[config.mk]
export PLATFORM = sky130hd
export DESIGN_NAME = vmdf_ram
export DESIGN_NICKNAME = d
export VERILOG_FILES = /design/src/vmdf_ram.sv
export SDC_FILE = /design/constraint.sdc
export NUM_CORES = 1
export LEC_CHECK = 0
export BUFFER_PORTS_ARGS = -buffer_cell sky130_fd_sc_hd__buf_2
export CORE_MARGIN = 2
export CORE_UTILIZATION = 45
export CTS_BUF_LIST = sky130_fd_sc_hd__clkbuf_16
export DETAILED_ROUTE_END_ITERATION = 16
export GPL_ROUTABILITY_DRIVEN = 0
export GPL_TIMING_DRIVEN = 0
export PLACE_DENSITY_LB_ADDON = 0.12
export REMOVE_ABC_BUFFERS = 1
export SETUP_SLACK_MARGIN = 0.3
export SYNTH_ARGS = -nofsm -noshare
export SYNTH_HDL_FRONTEND = slang
export SYNTH_SLANG_ARGS = --single-unit
[constraint.sdc]
create_clock -name clk -period 1.7 [get_ports clk]
set_input_delay 0.17 -clock clk [delete_from_list [all_inputs] [get_ports clk]]
set_output_delay 0.17 -clock clk [all_outputs]
set_load 0.1 [all_outputs]
[src/vmdf_ram.sv]
`timescale 1ns / 1ps
`default_nettype none
// ---------------------------------------------------------------------------
// vmdf_ram
// single port write, single port read memory with registered read data
// ---------------------------------------------------------------------------
module vmdf_ram #(
  parameter int WIDTH = 10,
  parameter int DEPTH = 32
) (
  input  wire logic                     clk,
  input  wire logic                     we,
  input  wire logic [$clog2(DEPTH)-1:0] waddr,
  input  wire logic [WIDTH-1:0]         wdata,
  input  wire logic [$clog2(DEPTH)-1:0] raddr,
  output logic      [WIDTH-1:0]         rdata
);

  logic [WIDTH-1:0] mem [DEPTH];

  always_ff @(posedge clk) begin
    if (we) begin
      mem[waddr] <= wdata;
    end
    rdata <= mem[raddr];
  end

endmodule
`default_nettype wire
==> run metrics, run 1 <==
Via density=5.55; CTS tree=yes; root buffer cell=clkbuf_16; area grow syn2layout=14.4%; worst hold slack=134 ps; Starting Density=0.455; multiplexer share of the synthesized area=0.123; Final TNS setup=0 ps; EDFF count, synth=320; DIE WIDTH=174 um; number of global-route vias before repair=6414; Post-route DRC=0; Syn Area/Cell=17.7 um^2; Int Power=13300 uW; Worst Skew=14.2 ps; cell count after synthesis=733; largest net degree at the start of global routing=47; FP Rows=62; startpoint types=primary input; crit path from=waddr[0]; Worst-path clk slew=60 ps; final hold vios=0; worst skew pair latency=510 ps; most frequent cells in the layout=320 x edfxtp_1, 160 x mux2i_1, 40 x a22oi_1; Setup Viol. Count Final=0; Post-Synth Simple-Gate Area=0.0448; sequential fraction of the synthesis area=0.755; Post-Syn Area=0.0130 mm^2; DR WL/cell=24.2 um; detailed-route via count=6565; outcome=complete, no violations; commonest non-fill, non-tap cell in the layout=edfxtp_1; Die H=174 um; H-tree depth=2; RSZ-0062 raised after global routing=yes; Routed WL=28600 um; sequential power share=0.532; Max clock buf depth=3; ant diodes=0; Compound-Gate Fraction of Synth Area=0.0491; placed cell count=1112; Global Route Usage Sum=0.189; Routed Antenna Nets=0; largest family of logic cells by synthesized area=multiplexers; Pleak=0.00512 uW; slew of the pin with the lowest slew margin=851 ps; asr flop ratio synth=0; Max-cap violations=0; Worst Path Arrival=1660 ps; Switch Pwr=3790 uW; worst hold path class=primary input to flip-flop; clock power share=0.394; Combinational Power Share=0.074; Reg2Reg Setup Slack=310 ps; FF-to-FF Start=mem[1][7]$_DFFE_PP_; first-pass GRT wire length=41400 um; Synth cell types=28; layout cells sized above 1=0.184; Buffers on Ports=31; Core Box Area=0.0285 mm^2; Post-DP HPWL=16100 um; required time of the critical path=1830 ps; period utilization=0.903; io pins=32; final std cells w/o fill=1182; crit path max fanout=10; min Tclk post-route=1530 ps; final total power=17100 uW; drt pass-1 iters=5; XOR/XNOR Fraction of Synth Area=0; Pwr Density=1150 mW/mm^2; Hold Path Stages=3; path depth of the worst reg2reg path=5; slew margin rel.=0.433; Seq cells post-synth=330; Worst setup EP type=flip-flop; cts bufs inserted=34; clk sinks=330; Worst Path Class, Setup=primary input to flip-flop; fmax=652 MHz; Crit Reg-Reg Endpoint=rdata[7]$_DFF_P_; Layout Nets=796; 1st-iter DRT viols=681; initial antenna violation count=0; Adder-Cell Fraction of Synth Area=0; top_reg_cell synth=edfxtp_1; global route overflow=0; hold path start=raddr[3]; VDD IR max=0.541 mV; die area=0.0302 mm^2; hold endpoint=rdata[4]$_DFF_P_; switch share=0.222; Max Transition Viols Final=0; warnings from Yosys=0; Final Util=0.521
==> worst max path at each step <==
stage | slack (ps) | end | cells past startpoint
6_report | 170 | mem[30][2]$_DFFE_PP_ | 3
5_1_grt | 160 | mem[1][0]$_DFFE_PP_ | 3
3_3_place_gp | -3510 | rdata[8]$_DFF_P_ | 5
4_1_cts | 90 | mem[2][9]$_DFFE_PP_ | 3
2_1_floorplan | -450 | rdata[0]$_DFF_P_ | 5
3_5_place_dp | -750 | rdata[4]$_DFF_P_ | 6
==> worst max-delay path, stage by stage <==
cell and delay [ps]:
buf_2 140, nand3b_1 580, nor2_2 760
==> through the flow <==
stage | setup WS (ps) | cell area, um^2
4_1_cts | 86.7 | 14800
3_5_place_dp | -752 | 13400
5_1_grt | 158 | 14900
2_1_floorplan | -453 | 12600
3_3_place_gp | -3510 | 13300
6_report | 165 | 14900
==> area by class of cell <==
cell class                 instances  area [um^2]
fill                            2356        13700
sequential                       330         9810
multi-input combinational        364         3100
clock buffer                      35          876
tap                              384          480
timing repair buffer              44          468
clock inverter                    25          130
==> power groups by stage <==
stage / Sequential [uW] / Clock, uW / Combinational, uW
2_1_floorplan: 9480 / 0 / 379
3_3_place_gp: 9240 / 0 / 1140
4_1_cts: 9080 / 6850 / 1250
6_report: 9080 / 6730 / 1260
5_1_grt: 9090 / 7170 / 1330
3_5_place_dp: 9250 / 0 / 1130
==> Yosys cell counts (all sizes together), types with 5 or more instances <==
cell type | count | area, um^2
edfxtp | 320 | 9610
mux2i | 160 | 1600
a22oi | 40 | 300
buf | 34 | 337
nor2 | 34 | 128
nand3 | 22 | 110
nand2 | 21 | 78.8
a21oi | 20 | 100
a22o | 20 | 175
a31oi | 10 | 62.6
dfxtp | 10 | 200
nand4 | 10 | 62.6
nor3 | 10 | 95.1
clkbuf | 7 | 26.3
nand3b | 5 | 37.5
==> state kept, by name, indices dropped and copies added, names as in the netlist <==
name	flops
rdata	10
mem	320
==> kinds of logic (layout without fill, tap and decap cells) <==
group / count (synthesis) / in the layout
multiplexers: 160 / 160
buffers and inverters: 41 / 104
AND/OR/NAND/NOR: 112 / 114
AO/OA/AOI/OAI: 90 / 90
flip-flops: 330 / 330
==> what timing repair did <==
action,CTS,global route
cloned,4,0
pin swaps,1,7
setup endpoints to repair,330,272
resized for setup,51,21
endpoints found under the hold margin,0,0
hold buffers,0,0
buffers inserted,5,1
==> metal layers <==
| metal | vias up | track usage | share of wire |
|---|---|---|---|
| met2 | 166 | 0.306 | 0.48 |
| met1 | 3354 | 0.264 | 0.44 |
| met3 | 43 | 0.0324 | 0.056 |
| met5 | - | 0 | 0 |
| met4 | 0 | 0.0550 | 0.024 |
| li1 | 3002 | - | - |
(Power assumes the default switching activity.)
==> inputs of run 2 (changes only) <==
--- a/config.mk
+++ b/config.mk
@@ -12,7 +12,7 @@
 export DETAILED_ROUTE_END_ITERATION = 16
 export GPL_ROUTABILITY_DRIVEN = 0
 export GPL_TIMING_DRIVEN = 0
-export PLACE_DENSITY_LB_ADDON = 0.12
+export PLACE_DENSITY_LB_ADDON = 0.3
 export REMOVE_ABC_BUFFERS = 1
 export SETUP_SLACK_MARGIN = 0.3
 export SYNTH_ARGS = -nofsm -noshare
==> run metrics, run 2 (synthesis results as in run 1) <==
global route overflow=0 (unchanged); Via density=5.63 (+1.4%); cts bufs inserted=34 (unchanged); Worst-path clk slew=60 ps (about the same); Post-route DRC=0 (unchanged); Reg2Reg Setup Slack=350 ps (+40 ps); Die H=174 um (unchanged); period utilization=0.955 (+0.0520); top flop regs=mem: 320 flops, rdata: 10 flops; Setup Viol. Count Final=0 (unchanged); Worst Path Arrival=1750 ps (+90 ps); final hold vios=0 (unchanged); Biggest register=mem; Post-DP HPWL=15500 um (-4.2%); slew of the pin with the lowest slew margin=897 ps (+45.9 ps); largest net degree at the start of global routing=48 (+2.1%); hold path start=raddr[3]; Core Box Area=0.0285 mm^2 (unchanged); Pwr Density=1190 mW/mm^2 (+3.9%); commonest non-fill, non-tap cell in the layout=edfxtp_1; worst hold slack=101 ps (-33.2 ps); final worst slack=76.7 ps (-88.4 ps); Routed Antenna Nets=0 (unchanged); Worst Path Class, Setup=primary input to flip-flop; Routed WL=27200 um (-5.1%); Buffers on Ports=31 (unchanged); area grow syn2layout=14.0%; detailed-route via count=6642 (+1.2%); H-tree depth=2 (unchanged); hold_buf cts=0 (unchanged); Starting Density=0.455 (unchanged); most frequent cells in the layout=320 x edfxtp_1, 160 x mux2i_1, 40 x a22oi_1; slew margin rel.=0.400 (-0.0328); DIE WIDTH=174 um (unchanged); VDD IR max=0.982 mV (+82%); Hold Path Stages=3 (unchanged); layout cells sized above 1=0.180 (-0.00411); max reg flops=320 (unchanged); 1st-iter DRT viols=525 (-23%); die area=0.0302 mm^2 (unchanged); initial antenna violation count=1 (+1); path depth of the worst reg2reg path=5 (unchanged); io pins=32 (unchanged); number of global-route vias before repair=6703 (+4.5%); root buffer cell=clkbuf_16; hold endpoint=rdata[6]$_DFF_P_; clk sinks=330 (unchanged); outcome=complete, no violations; worst skew pair latency=510 ps (about the same); RSZ-0062 raised after global routing=yes; fmax=616 MHz (-5.4%); FF-to-FF Start=mem[0][8]$_DFFE_PP_; Max-cap violations=0 (unchanged); Max Transition Viols Final=0 (unchanged); CTS tree=yes; Layout Nets=792 (-0.50%); Crit Reg-Reg Endpoint=rdata[8]$_DFF_P_; Global Route Usage Sum=0.181 (-0.00804); Worst setup EP type=flip-flop; DR WL/cell=23.0 um (-4.9%); worst hold path class=primary input to flip-flop; dpl ws=-839 ps (-87.1 ps); required time of the critical path=1820 ps (about the same); FP Rows=62 (unchanged); Pleak=0.00511 uW (-0.14%); first-pass GRT wire length=41000 um (-1.1%); crit path max fanout=10 (unchanged); Max clock buf depth=3 (unchanged); startpoint types=primary input; drt pass-1 iters=4 (-1); min Tclk post-route=1620 ps (+88.4 ps); Worst Skew=17.1 ps (+2.91 ps)
## run 2: cell count changes in the layout (fill, tap and decap cells not counted), sizes merged
| cell | before | now |
|---|---|---|
| buf | 42 | 39 |
| bufinv | 1 | 5 |
| diode | 0 | 1 |
| inv | 12 | 8 |
| nor2 | 35 | 34 |
## run 2: power by group
part	internal (uW)	switching (uW)	total (uW)	leakage (uW)
Clock	4490	2920	7420	0.000576
Sequential	9050	29.9	9080	0.00297
Combinational	346	847	1190	0.00157
Total	13900	3800	17700	0.00511
## run 2: final cells by class
class,count,area (um^2)
fill,2345,13700
sequential,330,9810
multi-input combinational,363,3010
clock buffer,35,876
tap,384,480
timing repair buffer,41,393
clock inverter,25,243
antenna,1,2.50
## run 2: layer usage
metal / GRT usage / part of all wire
met2: 0.289 / 0.47
met4: 0.0574 / 0.024
met3: 0.0315 / 0.062
met1: 0.254 / 0.44
met5: 0 / 0
## run 2: critical path: stages
cell	delay [ps]
buf_2	140
or3b_1	630
nor2_1	790
## run 2: stage by stage
step / std cells / total power [uW] / instance area (um^2) / util / setup TNS [ps]
2_1_floorplan: 692 / 9860 / 12600 / - / -4510
3_3_place_gp: 1107 / 10400 / 13300 / 0.465 / -123140
3_5_place_dp: 1111 / 10400 / 13400 / 0.469 / -110940
4_1_cts: 1178 / 17800 / 14700 / 0.516 / -8.28
5_1_grt: 1179 / 18200 / 14800 / 0.519 / 0
6_report: 1179 / 17700 / 14800 / 0.519 / 0
## run 2: worst max-delay path by stage
stage               slack, ps  startpoint  cells after the start              endpoint
finish                     80    waddr[1]                      3  mem[28][6]$_DFFE_PP_
floorplan                -450    raddr[1]                      5      rdata[0]$_DFF_P_
global placement        -3410    raddr[0]                      5      rdata[7]$_DFF_P_
global route               30    waddr[1]                      3  mem[28][6]$_DFFE_PP_
detailed placement       -840    raddr[0]                      6      rdata[7]$_DFF_P_
CTS                        -4    waddr[1]                      3   mem[8][1]$_DFFE_PP_
## run 2: timing repair
item	4_1_cts	5_1_grt
resized for setup	38	19
pin swaps	1	3
setup buffers	4	0
gates cloned	3	0
endpoints found under the hold margin	0	0
endpoints found under the setup margin	260	173
==> inputs of run 3 (changes only) <==
--- a/config.mk
+++ b/config.mk
@@ -5,16 +5,17 @@
 export SDC_FILE = /design/constraint.sdc
 export NUM_CORES = 1
 export LEC_CHECK = 0
-export BUFFER_PORTS_ARGS = -buffer_cell sky130_fd_sc_hd__buf_2
 export CORE_MARGIN = 2
 export CORE_UTILIZATION = 45
 export CTS_BUF_LIST = sky130_fd_sc_hd__clkbuf_16
 export DETAILED_ROUTE_END_ITERATION = 16
+export DONT_BUFFER_PORTS = 1
 export GPL_ROUTABILITY_DRIVEN = 0
 export GPL_TIMING_DRIVEN = 0
 export PLACE_DENSITY_LB_ADDON = 0.3
 export REMOVE_ABC_BUFFERS = 1
 export SETUP_SLACK_MARGIN = 0.3
+export SLEW_MARGIN = 10
 export SYNTH_ARGS = -nofsm -noshare
 export SYNTH_HDL_FRONTEND = slang
 export SYNTH_SLANG_ARGS = --single-unit
==> constraint.sdc (replaced) <==
create_clock -name clk -period 1.4 [get_ports clk]
set_input_delay 0.14 -clock clk [delete_from_list [all_inputs] [get_ports clk]]
set_output_delay 0.14 -clock clk [all_outputs]
set_load 0.1 [all_outputs]
==> run metrics, run 3 (synthesis results as in run 1) <==
outcome=finished, violations left; violated checks=setup timing; first-pass GRT wire length=39500 um (-3.5%); period utilization=1.00; Starting Density=0.455 (unchanged); top flop regs=mem: 320 flops, rdata: 10 flops; Area after DPL=0.0132 mm^2 (-1.3%); detailed-route via count=6531 (-1.7%); global route overflow=0 (unchanged); Setup Viol. Count Final=1 (+1); required time of the critical path=1750 ps (-70 ps); 1st-iter DRT viols=551 (+5.0%); ant diodes=0 (-1); clk sinks=330 (unchanged); Via density=5.53 (-1.8%); root buffer cell=clkbuf_16; Die H=174 um (unchanged); final worst slack=-0.526 ps (-77.2 ps); number of global-route vias before repair=6513 (-2.8%); most frequent cells in the layout=320 x edfxtp_1, 160 x mux2i_1, 40 x a22oi_1; DIE WIDTH=174 um (unchanged); Max Transition Viols Final=0 (unchanged); crit path max fanout=1 (-9); Worst Path Arrival=1750 ps (about the same); layout cells sized above 1=0.177 (-0.00319); Worst Path Class, Setup=flip-flop to flip-flop; die area=0.0302 mm^2 (unchanged); Worst setup EP type=flip-flop; post-layout instance area=0.0151 mm^2 (+2.0%); Biggest register=mem; cts bufs inserted=34 (unchanged); worst hold path class=primary input to flip-flop; Routed WL=26500 um (-2.5%); final std cells w/o fill=1181 (+0.17%); Core Box Area=0.0285 mm^2 (unchanged); worst skew pair latency=500 ps (about the same); startpoint types=flip-flop; io pins=32 (unchanged); fmax=714 MHz; slew of the pin with the lowest slew margin=695 ps (-202 ps); Global Route Usage Sum=0.175 (-0.00615); RSZ-0062 raised after global routing=yes; Max clock buf depth=3 (unchanged); DR WL/cell=22.4 um (-2.7%); min Tclk post-route=1400 ps; commonest non-fill, non-tap cell in the layout=edfxtp_1; Pleak=0.00515 uW (+0.72%); area grow syn2layout=16.3%; worst hold slack=131 ps (+30.5 ps); Worst-path clk slew=60 ps (about the same); slew margin rel.=0.536 (+0.136); Pwr Density=1350 mW/mm^2 (+14%); initial antenna violation count=0 (-1); largest net degree at the start of global routing=158 (+230%); Routed Antenna Nets=0 (unchanged); VDD IR max=1.14 mV (+16%); CTS tree=yes; Buffers on Ports=0 (-100%); Max-cap violations=0 (unchanged); max reg flops=320 (unchanged); placed cell count=1080 (-2.8%); final hold vios=0 (unchanged); Worst Skew=13.0 ps (-4.10 ps); FP Rows=62 (unchanged); Post-route DRC=0 (unchanged); Post-DP HPWL=14900 um (-3.5%); drt pass-1 iters=5 (+1); H-tree depth=2 (unchanged); Layout Nets=794 (+0.25%)
## run 3: cell types whose count changed in the layout (fill, tap and decap cells not counted), moves of 5 or more
| cell | delta |
|---|---|
| inv_1 | +6 |
| nor2_4 | +12 |
| dfxtp_4 | +6 |
| buf_2 | -20 |
| nor2_2 | -9 |
| buf_12 | +19 |
| bufinv_16 | -5 |
| dfxtp_1 | -10 |
| dlygate4sd3_1 | +15 |
| buf_4 | -7 |
## run 3: metal layers
layer,vias up,track usage,wire length [um]
met5,-,0,0
met4,0,0.0630,677
met3,41,0.0322,1650
met2,219,0.276,12700
met1,3276,0.245,11400
li1,2995,-,-
## run 3: critical path, cell delays in order (launching register included)
cell      delay (ps)
edfxtp_1         370
mux2i_1          140
a22o_1           220
nor3_2            70
a31oi_2          290
nand3_1          160
## run 3: path summary, 6_finish.rpt
path | start | to | slack (ps) | cells past startpoint
max | mem[1][8]$_DFFE_PP_ | rdata[8]$_DFF_P_ | -0.5 | 5
min | raddr[0] | rdata[7]$_DFF_P_ | 130 | 4
max reg2reg | mem[1][8]$_DFFE_PP_ | rdata[8]$_DFF_P_ | -0.5 | 5
min reg2reg | mem[11][5]$_DFFE_PP_ | rdata[5]$_DFF_P_ | 620 | 4
## run 3: repair_timing
action	4_1_cts	5_1_grt
endpoints found under the setup margin	340	320
resized for setup	59	24
hold buffers	25	0
hold endpoints to repair	330	0
pin swaps	22	22
gates cloned	0	0
buffers inserted	0	15
## run 3: final cells by class
cell class | count | area, um^2
multi-input combinational | 362 | 3120
clock buffer | 37 | 926
fill | 2291 | 13400
clock inverter | 24 | 95.1
sequential | 330 | 9840
tap | 384 | 480
timing repair buffer | 44 | 651
## run 3: where the power goes
group	switching, uW	total (uW)	internal, uW
combinational	615	1040	423
clock	3380	8100	4720
sequential	330	11300	11000
## run 3: through the flow
stage	utilization	TNS (ps)	worst slack [ps]	power [uW]
2_1_floorplan	-	-19530	-723	12000
6_report	0.529	-0.526	-0.526	20500
3_3_place_gp	0.459	-151580	-2860	12200
3_5_place_dp	0.463	-138420	-541	12200
4_1_cts	0.518	0	6.94	20500
5_1_grt	0.529	0	23.6	21100
